$ cat config.mk
export PLATFORM = sky130hd
export DESIGN_NAME = psdt_ram
export DESIGN_NICKNAME = d
export VERILOG_FILES = /design/src/psdt_ram.sv
export SDC_FILE = /design/constraint.sdc
export NUM_CORES = 1
export LEC_CHECK = 0
export BUFFER_PORTS_ARGS = -buffer_cell sky130_fd_sc_hd__buf_2
export CAP_MARGIN = 20
export CORE_ASPECT_RATIO = 1.25
export CORE_MARGIN = 10
export CORE_UTILIZATION = 40
export CTS_BUF_LIST = sky130_fd_sc_hd__clkbuf_4
export DETAILED_ROUTE_END_ITERATION = 10
export GPL_TIMING_DRIVEN = 0
export PLACE_DENSITY = 0.57
export SLEW_MARGIN = 40
export SYNTH_ARGS = -nofsm -noshare
export SYNTH_HDL_FRONTEND = slang
export SYNTH_SLANG_ARGS = --single-unit
export TNS_END_PERCENT = 100
$ cat constraint.sdc
create_clock -name clk -period 2.1 [get_ports clk]
set_clock_uncertainty 0.15 [all_clocks]
set_input_delay 0 -clock clk [delete_from_list [all_inputs] [get_ports clk]]
set_output_delay 0 -clock clk [all_outputs]
set_load 0.02 [all_outputs]
$ cat src/psdt_ram.sv
// ----------------------------------------------------------------------------
// psdt_ram
// Generic simple dual-port RAM: one write port, one registered read port.
// ----------------------------------------------------------------------------
module psdt_ram #(
	parameter int WIDTH = 8,
	parameter int DEPTH = 16
) (
	input  logic                              clk,
	input  logic                              we,
	input  logic [$clog2(DEPTH > 1 ? DEPTH : 2)-1:0] waddr,
	input  logic [WIDTH-1:0]                  wdata,
	input  logic [$clog2(DEPTH > 1 ? DEPTH : 2)-1:0] raddr,
	output logic [WIDTH-1:0]                  rdata
);

	logic [WIDTH-1:0] mem [DEPTH];

	always_ff @(posedge clk) begin
		if (we) begin
			mem[waddr] <= wdata;
		end
		rdata <= mem[raddr];
	end

endmodule

==> metrics.txt <==
leak pwr 2.02 nW; global-route wire length before repair 15.9 mm; number of endpoints failing setup at the final stage 0; die boundary height 147 µm; top-area cell type share of the netlist area 74.7%; sink count of the clock tree 136; fraction of power consumed by the clock network 35.7%; number of violations of the max-capacitance limit 0; FF-to-FF End rdata[7]$_DFF_P_; FF-to-FF setup slack 0.07 ns; net switching power 1.13 mW; placeable core region 0.0127 mm²; final HPWL from detailed placement 6.66 mm; area added between synthesis and finish 18.1%; clock transition time at the flip-flop clock pins of the worst setup and hold paths 0.12 ns; sequential fraction of the synthesis area 77.8%; worst reg-to-reg path cell count 4; number of flops mapped to enable cells by yosys 128; number of global-route vias before repair 2648; run status finished clean; global placer's final weighted congestion 0.740; warnings from Yosys 0; clock insertion delay at the later pin of the skew report 0.51 ns; launching element of the worst setup path mem[3][7]$_DFFE_PP_; total vias in the final route 2412; post-CTS setup buffer count 0; startpoint kind of the worst setup timing path register; post-synth design cell area 0.00515 mm²; primary flip-flop cell chosen by synthesis mapping sky130_fd_sc_hd__edfxtp_1; htree depth 4; data arrival at the endpoint of the critical path 2.29 ns; time the final worst path needs with I/O delays and setup 2.03 ns; Final Instance Area 0.00608 mm²; Cell Area, Placed 0.00550 mm²; most common cell in the synthesized netlist sky130_fd_sc_hd__edfxtp_1; Internal Power 4.15 mW; launch point of the worst reg-to-reg path mem[3][7]$_DFFE_PP_; type of the most critical hold path input pin to register; Routed Antenna Nets 0; drt initial violations 162; Non-Filler Instances 478; standard-cell rows 46; worst vdd rail ir drop 0.000380 V; final WL 10.4 mm; Post-Syn Instances 229; Worst setup endpoint rdata[7]$_DFF_P_; achievable clock frequency 493 MHz; Final Net Count 314; distinct cell type count of the synthesized netlist 19; maximum fanout count along the critical path 1; Synth area leaders sky130_fd_sc_hd__edfxtp_1, sky130_fd_sc_hd__mux4_2, sky130_fd_sc_hd__mux4_1, sky130_fd_sc_hd__dfxtp_1, sky130_fd_sc_hd__a22oi_1; die width 121 µm; period utilization 96.5%; Placed Instances 421; Comb pwr share 6.6%; number of antenna violations at the first check in global routing 1; worst-case headroom to the max-slew limit 42.9%; Initial Util 40.7%; final routed DRC violation total 0; final hold violation count 0; number of CTS-inserted buffers 17; transition time of the tightest slew-check pin 0.853 ns; cell accounting for the most synthesized area sky130_fd_sc_hd__edfxtp_1; Worst Path Required 2.36 ns; async set-or-reset flop fraction in the synthesized netlist 0%; share of layout cells above drive strength 1 29.8%; total count of max-transition violations in the final report 0; length of the first detailed-routing pass in iterations 4; routed length per placed instance 21.7 µm; number of primary I/O pins 26; Setup CP Type register to register; proportion of power drawn by flip-flops and latches 57.7%; clock tree from TritonCTS built; number of vias per cell after detailed routing 5.05; RSZ-0062 raised after global routing false; synthesized net count 247; Yosys reg bits 136; nature of the critical path endpoint register; average instance area after synthesis 22.5 µm²; aggregate global-route resource usage 12.4%; pin count of the biggest net entering global routing 17; IO buf count 24; global route overflow 0; maximum clock insertion buffer count 2; hold depth 3; power density of the placed cells 867 mW/mm²; die footprint 0.0178 mm²; Commonest cells post-synth sky130_fd_sc_hd__edfxtp_1, sky130_fd_sc_hd__mux4_2, sky130_fd_sc_hd__a22oi_1; fraction of power spent switching nets 21.4%; CTS Root Buffer Type sky130_fd_sc_hd__clkbuf_4
## critical path: stages, from the launching register on
cell,delay [ns]
sky130_fd_sc_hd__edfxtp_1,0.38
sky130_fd_sc_hd__mux4_2,0.51
sky130_fd_sc_hd__a22oi_2,0.22
sky130_fd_sc_hd__dlygate4sd3_1,0.60
sky130_fd_sc_hd__nand2_1,0.06
## logic make-up after synthesis
group / Yosys count / share of synthesized area (%)
DFF: 136 / 77.8
buffers and inverters: 10 / 1.68
and+or+nand+nor: 35 / 3.18
muxes: 32 / 15.0
AOI/OAI and AO/OA: 16 / 2.33
## per-layer routing
| layer | wire (µm) | up-vias | track usage [%] |
|---|---|---|---|
| met3 | 348 | 11 | 3.57 |
| met5 | 0 | - | 0 |
| met1 | 4350 | 1241 | 14.4 |
| met4 | 131 | 0 | 4.84 |
| li1 | - | 1109 | - |
| met2 | 5520 | 51 | 21.0 |
## state kept, by name, indices dropped and copies added, names as in the netlist
signal / flops
mem: 128
rdata: 8
## timing repair
| item | CTS | global route |
|---|---|---|
| endpoints found under the setup margin | 0 | 9 |
| hold endpoints to repair | 188 | 15 |
| gates resized for setup | 0 | 2 |
| hold buffers | 22 | 2 |
## worst min path at each step
stage / startpoint / end
floorplan: wdata[0] / mem[0][0]$_DFFE_PP_
global placement: wdata[6] / mem[6][6]$_DFFE_PP_
detailed placement: wdata[6] / mem[6][6]$_DFFE_PP_
CTS: waddr[3] / mem[15][6]$_DFFE_PP_
global route: we / mem[6][3]$_DFFE_PP_
finish: we / mem[6][3]$_DFFE_PP_
## area by class of cell
cell class / count / area [µm²]
Fill cell: 1102 / 6580
Sequential cell: 136 / 4000
Multi-Input combinational cell: 83 / 1100
Timing Repair Buffer: 48 / 360
Tap cell: 168 / 210
Clock inverter: 13 / 178
Clock buffer: 19 / 143
Buffer: 10 / 86.3
Antenna cell: 1 / 2.50
## power groups by stage
stage | clock network, mW | registers, mW | logic (mW)
floorplan | 0 | 3.13 | 0.154
global placement | 0 | 3.10 | 0.314
detailed placement | 0 | 3.11 | 0.321
CTS | 1.92 | 3.04 | 0.350
global route | 2.04 | 3.05 | 0.379
finish | 1.88 | 3.04 | 0.349
## per-stage QoR
| step | setup slack, ns | total power, mW | util (%) | TNS (ns) | hold slack (ns) |
|---|---|---|---|---|---|
| 2_1_floorplan | 0.457 | 3.28 | - | 0 | -0.0511 |
| 3_3_place_gp | -0.162 | 3.42 | 43.3 | -1.29 | 0.256 |
| 3_5_place_dp | 0.218 | 3.43 | 43.4 | 0 | 0.264 |
| 4_1_cts | 0.0556 | 5.31 | 47.7 | 0 | 0.0169 |
| 5_1_grt | 0.0203 | 5.47 | 48.0 | 0 | -0.00251 |
| 6_report | 0.0736 | 5.27 | 48.0 | 0 | 0.00978 |
## layout by cell type (no fill, tap or decap)
cell type                         instances
sky130_fd_sc_hd__clkinv_1                 1
sky130_fd_sc_hd__nand2_1                  9
sky130_fd_sc_hd__inv_6                    1
sky130_fd_sc_hd__buf_4                    1
sky130_fd_sc_hd__nand3_1                  1
sky130_fd_sc_hd__bufinv_16                4
sky130_fd_sc_hd__buf_6                    3
sky130_fd_sc_hd__clkinv_2                 4
sky130_fd_sc_hd__diode_2                  1
sky130_fd_sc_hd__clkinv_4                 2
sky130_fd_sc_hd__clkdlybuf4s25_2          3
sky130_fd_sc_hd__nor2_2                   3
sky130_fd_sc_hd__edfxtp_1               128
sky130_fd_sc_hd__a22oi_2                  1
sky130_fd_sc_hd__dlygate4sd3_1           24
sky130_fd_sc_hd__nand3b_1                 2
sky130_fd_sc_hd__dfxtp_1                  8
sky130_fd_sc_hd__nor2b_1                  1
sky130_fd_sc_hd__mux4_1                  14
sky130_fd_sc_hd__a22oi_1                 15
sky130_fd_sc_hd__buf_2                   27
sky130_fd_sc_hd__nand2b_1                 2
sky130_fd_sc_hd__and2b_1                  1
sky130_fd_sc_hd__nor2_1                  10
sky130_fd_sc_hd__or3b_2                   1
sky130_fd_sc_hd__clkbuf_4                19
sky130_fd_sc_hd__nor3_4                   1
sky130_fd_sc_hd__clkinvlp_4               1
sky130_fd_sc_hd__nor3_2                   3
sky130_fd_sc_hd__mux4_2                  18
sky130_fd_sc_hd__and2_1                   1
Power figures use the tool's default switching activity.
