File: config.mk
export PLATFORM = sky130hd
export DESIGN_NAME = psdt_score
export DESIGN_NICKNAME = d
export VERILOG_FILES = /design/src/psdt_pkg.sv /design/src/psdt_div.sv /design/src/psdt_score.sv
export SDC_FILE = /design/constraint.sdc
export NUM_CORES = 2
export LEC_CHECK = 0
export BUFFER_PORTS_ARGS = -buffer_cell sky130_fd_sc_hd__buf_4
export CORE_MARGIN = 2
export CORE_UTILIZATION = 45
export DETAILED_ROUTE_END_ITERATION = 16
export PLACE_DENSITY = 0.68
export SLEW_MARGIN = 20
export SYNTH_ARGS = -nofsm -noshare
export SYNTH_HDL_FRONTEND = slang
export SYNTH_SLANG_ARGS = --single-unit
File: constraint.sdc
create_clock -name clk -period 18.6 [get_ports clk]
set_clock_uncertainty 0.05 [all_clocks]
set_input_delay 0.93 -clock clk [delete_from_list [all_inputs] [get_ports clk]]
set_output_delay 0.93 -clock clk [all_outputs]
set_load 0.05 [all_outputs]
File: src/psdt_pkg.sv
// ----------------------------------------------------------------------------
// psdt_pkg
// Shared codes, widths, request/response types and helpers for the
// per-state dominance table.
// ----------------------------------------------------------------------------
package psdt_pkg;

	localparam logic [1:0] MODE_CHECK  = 2'd0;
	localparam logic [1:0] MODE_EXPAND = 2'd1;
	localparam logic [1:0] MODE_ROUND  = 2'd2;

	localparam logic [2:0] ORD_LEX1   = 3'd0;
	localparam logic [2:0] ORD_LEX2   = 3'd1;
	localparam logic [2:0] ORD_SCORE  = 3'd2;
	localparam logic [2:0] ORD_SKEW   = 3'd3;
	localparam logic [2:0] ORD_PARETO = 3'd4;

	localparam logic [1:0] REG_ORDER   = 2'd0;
	localparam logic [1:0] REG_BUDGET1 = 2'd1;
	localparam logic [1:0] REG_BUDGET2 = 2'd2;

	localparam logic [31:0] ONES32 = 32'hFFFF_FFFF;

	localparam int DIV_NW = 65;
	localparam int DIV_DW = 34;

	typedef struct packed {
		logic [32:0] sum_first;
		logic [32:0] sum_second;
		logic [31:0] bud_first;
		logic [31:0] bud_second;
		logic        skew;
	} score_req_t;

	typedef struct packed {
		logic        done;
		logic        ok;
		logic [31:0] score;
	} score_rsp_t;

	function automatic logic [31:0] sat32(input logic [DIV_NW-1:0] v);
		sat32 = (|v[DIV_NW-1:32]) ? ONES32 : v[31:0];
	endfunction

endpackage

File: src/psdt_div.sv
// ----------------------------------------------------------------------------
// psdt_div
// Restoring divider, one quotient bit per cycle, 65-bit dividend.
// ----------------------------------------------------------------------------
module psdt_div (
	input  logic                          clk,
	input  logic                          arst_n,
	input  logic                          start,
	input  logic [psdt_pkg::DIV_NW-1:0]   dividend,
	input  logic [psdt_pkg::DIV_DW-1:0]   divisor,
	output logic                          done,
	output logic [psdt_pkg::DIV_NW-1:0]   quotient
);

	localparam int NW = psdt_pkg::DIV_NW;
	localparam int DW = psdt_pkg::DIV_DW;

	logic          busy_q;
	logic          done_q;
	logic [6:0]    cnt_q;
	logic [NW-1:0] num_q;
	logic [NW-1:0] quo_q;
	logic [DW-1:0] rem_q;
	logic [DW-1:0] den_q;
	logic [DW:0]   trial;
	logic          ge;

	assign trial = {rem_q, num_q[NW-1]};
	assign ge = trial >= {1'b0, den_q};

	always_ff @(posedge clk or negedge arst_n) begin
		if (!arst_n) begin
			busy_q <= 1'b0;
			done_q <= 1'b0;
			cnt_q  <= '0;
		end else begin
			done_q <= 1'b0;
			if (start) begin
				busy_q <= 1'b1;
				cnt_q  <= 7'(NW);
			end else if (busy_q) begin
				cnt_q <= cnt_q - 7'd1;
				if (cnt_q == 7'd1) begin
					busy_q <= 1'b0;
					done_q <= 1'b1;
				end
			end
		end
	end

	always_ff @(posedge clk) begin
		if (start) begin
			num_q <= dividend;
			den_q <= divisor;
			rem_q <= '0;
			quo_q <= '0;
		end else if (busy_q) begin
			num_q <= {num_q[NW-2:0], 1'b0};
			if (ge) begin
				rem_q <= DW'(trial - {1'b0, den_q});
				quo_q <= {quo_q[NW-2:0], 1'b1};
			end else begin
				rem_q <= trial[DW-1:0];
				quo_q <= {quo_q[NW-2:0], 1'b0};
			end
		end
	end

	assign done = done_q;
	assign quotient = quo_q;

endmodule

File: src/psdt_score.sv
// ----------------------------------------------------------------------------
// psdt_score
// Fixed-point path score sequencer: one shared divider, one shared
// 32x32 multiplier, plain or skewed budget scaling.
// ----------------------------------------------------------------------------
module psdt_score #(
	parameter int FRAC_BITS = 16
) (
	input  logic                   clk,
	input  logic                   arst_n,
	input  logic                   start,
	input  psdt_pkg::score_req_t   req,
	output psdt_pkg::score_rsp_t   rsp
);

	localparam int NW = psdt_pkg::DIV_NW;
	localparam int DW = psdt_pkg::DIV_DW;

	typedef enum logic [13:0] {
		S_IDLE = 14'b00000000000001,
		S_WF1  = 14'b00000000000010,
		S_WF2  = 14'b00000000000100,
		S_M1   = 14'b00000000001000,
		S_L1   = 14'b00000000010000,
		S_W1   = 14'b00000000100000,
		S_M2   = 14'b00000001000000,
		S_L2   = 14'b00000010000000,
		S_W2   = 14'b00000100000000,
		S_SQ1  = 14'b00001000000000,
		S_SQ2  = 14'b00010000000000,
		S_SQ3  = 14'b00100000000000,
		S_LS   = 14'b01000000000000,
		S_WS   = 14'b10000000000000
	} sc_state_t;

	sc_state_t     state_q;
	logic [31:0]   f1_q;
	logic [31:0]   f2_q;
	logic [63:0]   prod_q;
	logic [NW-1:0] acc_q;
	logic          done_q;
	logic          ok_q;
	logic [31:0]   score_q;

	logic          div_start;
	logic          div_done;
	logic [NW-1:0] div_num;
	logic [DW-1:0] div_den;
	logic [NW-1:0] div_quo;
	logic [31:0]   mul_a;
	logic [31:0]   mul_b;
	logic [32:0]   fsum;
	logic [DW-1:0] tot;

	assign fsum = 33'(f1_q) + 33'(f2_q);
	assign tot = DW'(req.bud_first) + DW'(req.bud_second);

	always_comb begin
		div_start = 1'b0;
		div_num = NW'(req.sum_first) << FRAC_BITS;
		div_den = DW'(req.bud_first);
		mul_a = f1_q;
		mul_b = req.bud_second;
		case (state_q)
			S_IDLE: begin
				div_start = start;
			end
			S_WF1: begin
				div_start = div_done;
				div_num = NW'(req.sum_second) << FRAC_BITS;
				div_den = DW'(req.bud_second);
			end
			S_L1, S_L2: begin
				div_start = 1'b1;
				div_num = NW'(prod_q);
				div_den = tot;
			end
			S_LS: begin
				div_start = 1'b1;
				div_num = acc_q;
				div_den = DW'(fsum);
			end
			S_M2: begin
				mul_a = f2_q;
				mul_b = req.bud_first;
			end
			S_SQ1: begin
				mul_b = f1_q;
			end
			S_SQ2: begin
				mul_a = f2_q;
				mul_b = f2_q;
			end
			default: begin
			end
		endcase
	end

	psdt_div u_div (
		.clk      (clk),
		.arst_n   (arst_n),
		.start    (div_start),
		.dividend (div_num),
		.divisor  (div_den),
		.done     (div_done),
		.quotient (div_quo)
	);

	always_ff @(posedge clk or negedge arst_n) begin
		if (!arst_n) begin
			state_q <= S_IDLE;
			done_q  <= 1'b0;
		end else begin
			done_q <= 1'b0;
			case (state_q)
				S_IDLE: if (start) state_q <= S_WF1;
				S_WF1:  if (div_done) state_q <= S_WF2;
				S_WF2: begin
					if (div_done) state_q <= req.skew ? S_M1 : S_SQ1;
				end
				S_M1:  state_q <= S_L1;
				S_L1:  state_q <= S_W1;
				S_W1:  if (div_done) state_q <= S_M2;
				S_M2:  state_q <= S_L2;
				S_L2:  state_q <= S_W2;
				S_W2:  if (div_done) state_q <= S_SQ1;
				S_SQ1: begin
					if (fsum == '0) begin
						done_q  <= 1'b1;
						state_q <= S_IDLE;
					end else begin
						state_q <= S_SQ2;
					end
				end
				S_SQ2: state_q <= S_SQ3;
				S_SQ3: state_q <= S_LS;
				S_LS:  state_q <= S_WS;
				S_WS: begin
					if (div_done) begin
						done_q  <= 1'b1;
						state_q <= S_IDLE;
					end
				end
				default: state_q <= S_IDLE;
			endcase
		end
	end

	always_ff @(posedge clk) begin
		case (state_q)
			S_WF1: if (div_done) f1_q <= psdt_pkg::sat32(div_quo);
			S_WF2: if (div_done) f2_q <= psdt_pkg::sat32(div_quo);
			S_W1:  if (div_done) f1_q <= div_quo[31:0];
			S_W2:  if (div_done) f2_q <= div_quo[31:0];
			S_M1, S_M2, S_SQ1: prod_q <= mul_a * mul_b;
			S_SQ2: begin
				acc_q  <= NW'(prod_q);
				prod_q <= mul_a * mul_b;
			end
			S_SQ3: acc_q <= acc_q + NW'(prod_q);
			default: begin
			end
		endcase
		if (state_q == S_SQ1 && fsum == '0) begin
			ok_q <= 1'b0;
		end else if (state_q == S_WS && div_done) begin
			ok_q    <= 1'b1;
			score_q <= psdt_pkg::sat32(div_quo);
		end
	end

	assign rsp.done = done_q;
	assign rsp.ok = ok_q;
	assign rsp.score = score_q;

endmodule

==> flow_summary.ini <==
[critical_path]
crit_arrival_ps = 12890
cpPeakStageDelay_ps = 990
crit_end = prod_q[58]
critPathKind = flip-flop to flip-flop
crit_path_max_fanout = 78
r2r_end = prod_q[58]
startpoint = state_q[8]
reg2reg_from = state_q[8]
crit_buf_inv = 3
cp-end-kind = flip-flop
start_kind = flip-flop
crit_path_frequent_cell = fa_1
rr_worst_depth = 33
critPathSlowestCell = o21a_1
crit_family = adder cells
cp.required_ps = 18950
cp_num_cells = 33
reg2reg_setup_slack_ps = 6060

[floorplanning]
start_util_pct = 45.4
rows = 133
die_h_um = 369
fp.dieW_um = 369
core-area_mm2 = 0.132
die-area_mm2 = 0.136
ios = 168

[grt]
grt_first_pass_wirelength_um = 307000
antenna_found_initial = 1
grt.total_usage_pct = 29.9
overflow = 0
grt_pass1_vias = 49500
grt_max_degree = 93

[sta]
finalHoldViolations = 0
finalMaxSlewViolations = 0
relSlewSlack_pct = 15.8
setup_viol = 0
fmax_ghz = 0.0798
tightestPinTransition_ps = 1260
layout_min_cycle_time_ps = 12540
period_share_pct = 67.4
rsz0062_at_grt = false
tns_ps = 0

[yosys]
async_reset_ff_share_pct = 5.37
synth_area_mm2 = 0.0598
synthDistinctLibCells = 90
ys_warn_count = 0
synth_top_flop_cell = edfxtp_1
syn-num-nets = 7979
synth_top_cell_by_area = fa_1
syn_avg_cell_area_um2 = 9.18
ys_top_cells_by_area = fa_1, edfxtp_1, ha_1
seq_area_frac_synth_pct = 20.6
ys_ff_latch = 447
synth_top_area_share_pct = 30.1
syn_inst = 6519
synth_edf_count = 323

[placed_design]
port_buffers = 167
gp_congestion = 1.01
hpwl_um = 155000

[drt]
totalWireLength_um = 203000
post_drt_wl_per_cell_um = 24.4
drt_first_pass_iters = 8
ant_nets = 0
drc_errors = 0
vias = 48500
viasPerCell = 5.83
dr.first_iter.drc_count = 4979

[cts]
cts.repair.resized = 0
clk_pin_slew_ps = 60
root_buffer = clkbuf_16
clock_path_buffers = 3
clock_latency_ps = 660
numCtsBuffers = 52
postCtsSetupBuffers = 0
cts_max_level = 2
hold_buffers = 0
cts_sinks = 447
cts_tree = built

[cells_and_area]
multi_input_area_mm2 = 0.0430
drive_gt1_share_pct = 7.80
area_growth_pct = 8.27
seq_area_mm2 = 0.0123
fill_cells = 12300
final_nets = 7978

[job]
drv_cap = 0

[outcome]
status = finished clean

[worst_hold_path]
hold_path.class = input pin to asynchronous set/reset pin
cell usage after synthesis, types with 77 or more instances:
master	count
inv_1	922
fa_1	900
nor2_1	806
nand2_1	791
ha_1	426
edfxtp_1	323
a21oi_1	270
o21ai_0	264
clkbuf_1	174
xnor2_1	126
mux2i_1	125
buf_2	121
a21o_1	117
nand2b_1	113
dfxtp_1	100
xor2_1	77
metrics by stage:
step	instance area (um^2)	instances	hold WS [ps]	worst slack (ps)	util (%)
floorplan	59800	6519	378	8720	-
global placement	62900	8214	396	6480	47.7
detailed placement	62900	8216	399	6350	47.8
CTS	64700	8313	121	6310	49.1
global route	64800	8316	140	5560	49.2
finish	64800	8320	131	6060	49.2
cells in the final DEF, fill, tap and decap left out, types with 43 or more instances in the layout:
master     instances
a21o_1           117
a21oi_1          267
a222oi_1          45
a22oi_1           66
a31oi_1           61
buf_4            258
clkbuf_16         54
dfxtp_1          100
edfxtp_1         323
fa_1             900
ha_1             426
inv_1            922
mux2i_1          107
nand2_1          790
nand2b_1         112
nand3_1           43
nor2_1           806
nor2b_1           49
o21a_1            52
o21ai_0          254
xnor2_1          126
xor2_1            77
per-layer routing:
layer / global-route usage (%) / part of all wire (%)
met1: 38.3 / 38
met2: 47.1 / 45
met3: 6.40 / 9.9
met4: 16.8 / 7.0
met5: 0 / 0
flip-flops by register name (all words and copies together), names as in the netlist, 7 cells and up:
signal	cells
u_div.rem_q	34
acc_q	65
u_div.quotient	65
u_div.num_q	65
f2_q	32
state_q	14
prod_q	64
score_q	32
u_div.den_q	33
u_div.cnt_q	7
f1_q	32
worst min path at each step:
| stage | start | endpoint | cells after the start |
|---|---|---|---|
| 6_report | arst_n | u_div.cnt_q[2] | 1 |
| 3_3_place_gp | ok_q | ok_q | 1 |
| 4_1_cts | arst_n | done_q | 1 |
| 2_1_floorplan | ok_q | ok_q | 1 |
| 5_1_grt | arst_n | state_q[2] | 1 |
| 3_5_place_dp | ok_q | ok_q | 1 |
cell type report:
cell class | instances | share of cell area (%)
antenna | 4 | 0.0154
clock buffer | 63 | 2.20
clock inverter | 34 | 0.506
inverter | 924 | 5.36
multi-input combinational | 4830 | 66.4
sequential | 447 | 19.0
tap | 1755 | 3.39
timing repair buffer | 263 | 3.18
worst reg2reg max path, delay by kind of cell (launching register included):
family,cells,cell delay [ps]
compound gates,12,3500
xor+xnor,1,90
fa+ha+maj,9,4560
buf+inv,3,1330
flops,1,430
simple gates,8,2360
kinds of logic after synthesis:
family | synth area share, %
buf+inv | 8.12
mux | 2.77
flops | 20.6
fa+ha+maj | 39.0
xor+xnor | 2.97
simple gates | 14.7
compound gates | 11.9
Power is left out: the tool's default activity adds up to more than one toggle a clock period on the data nets, which glitch-free logic cannot reach.
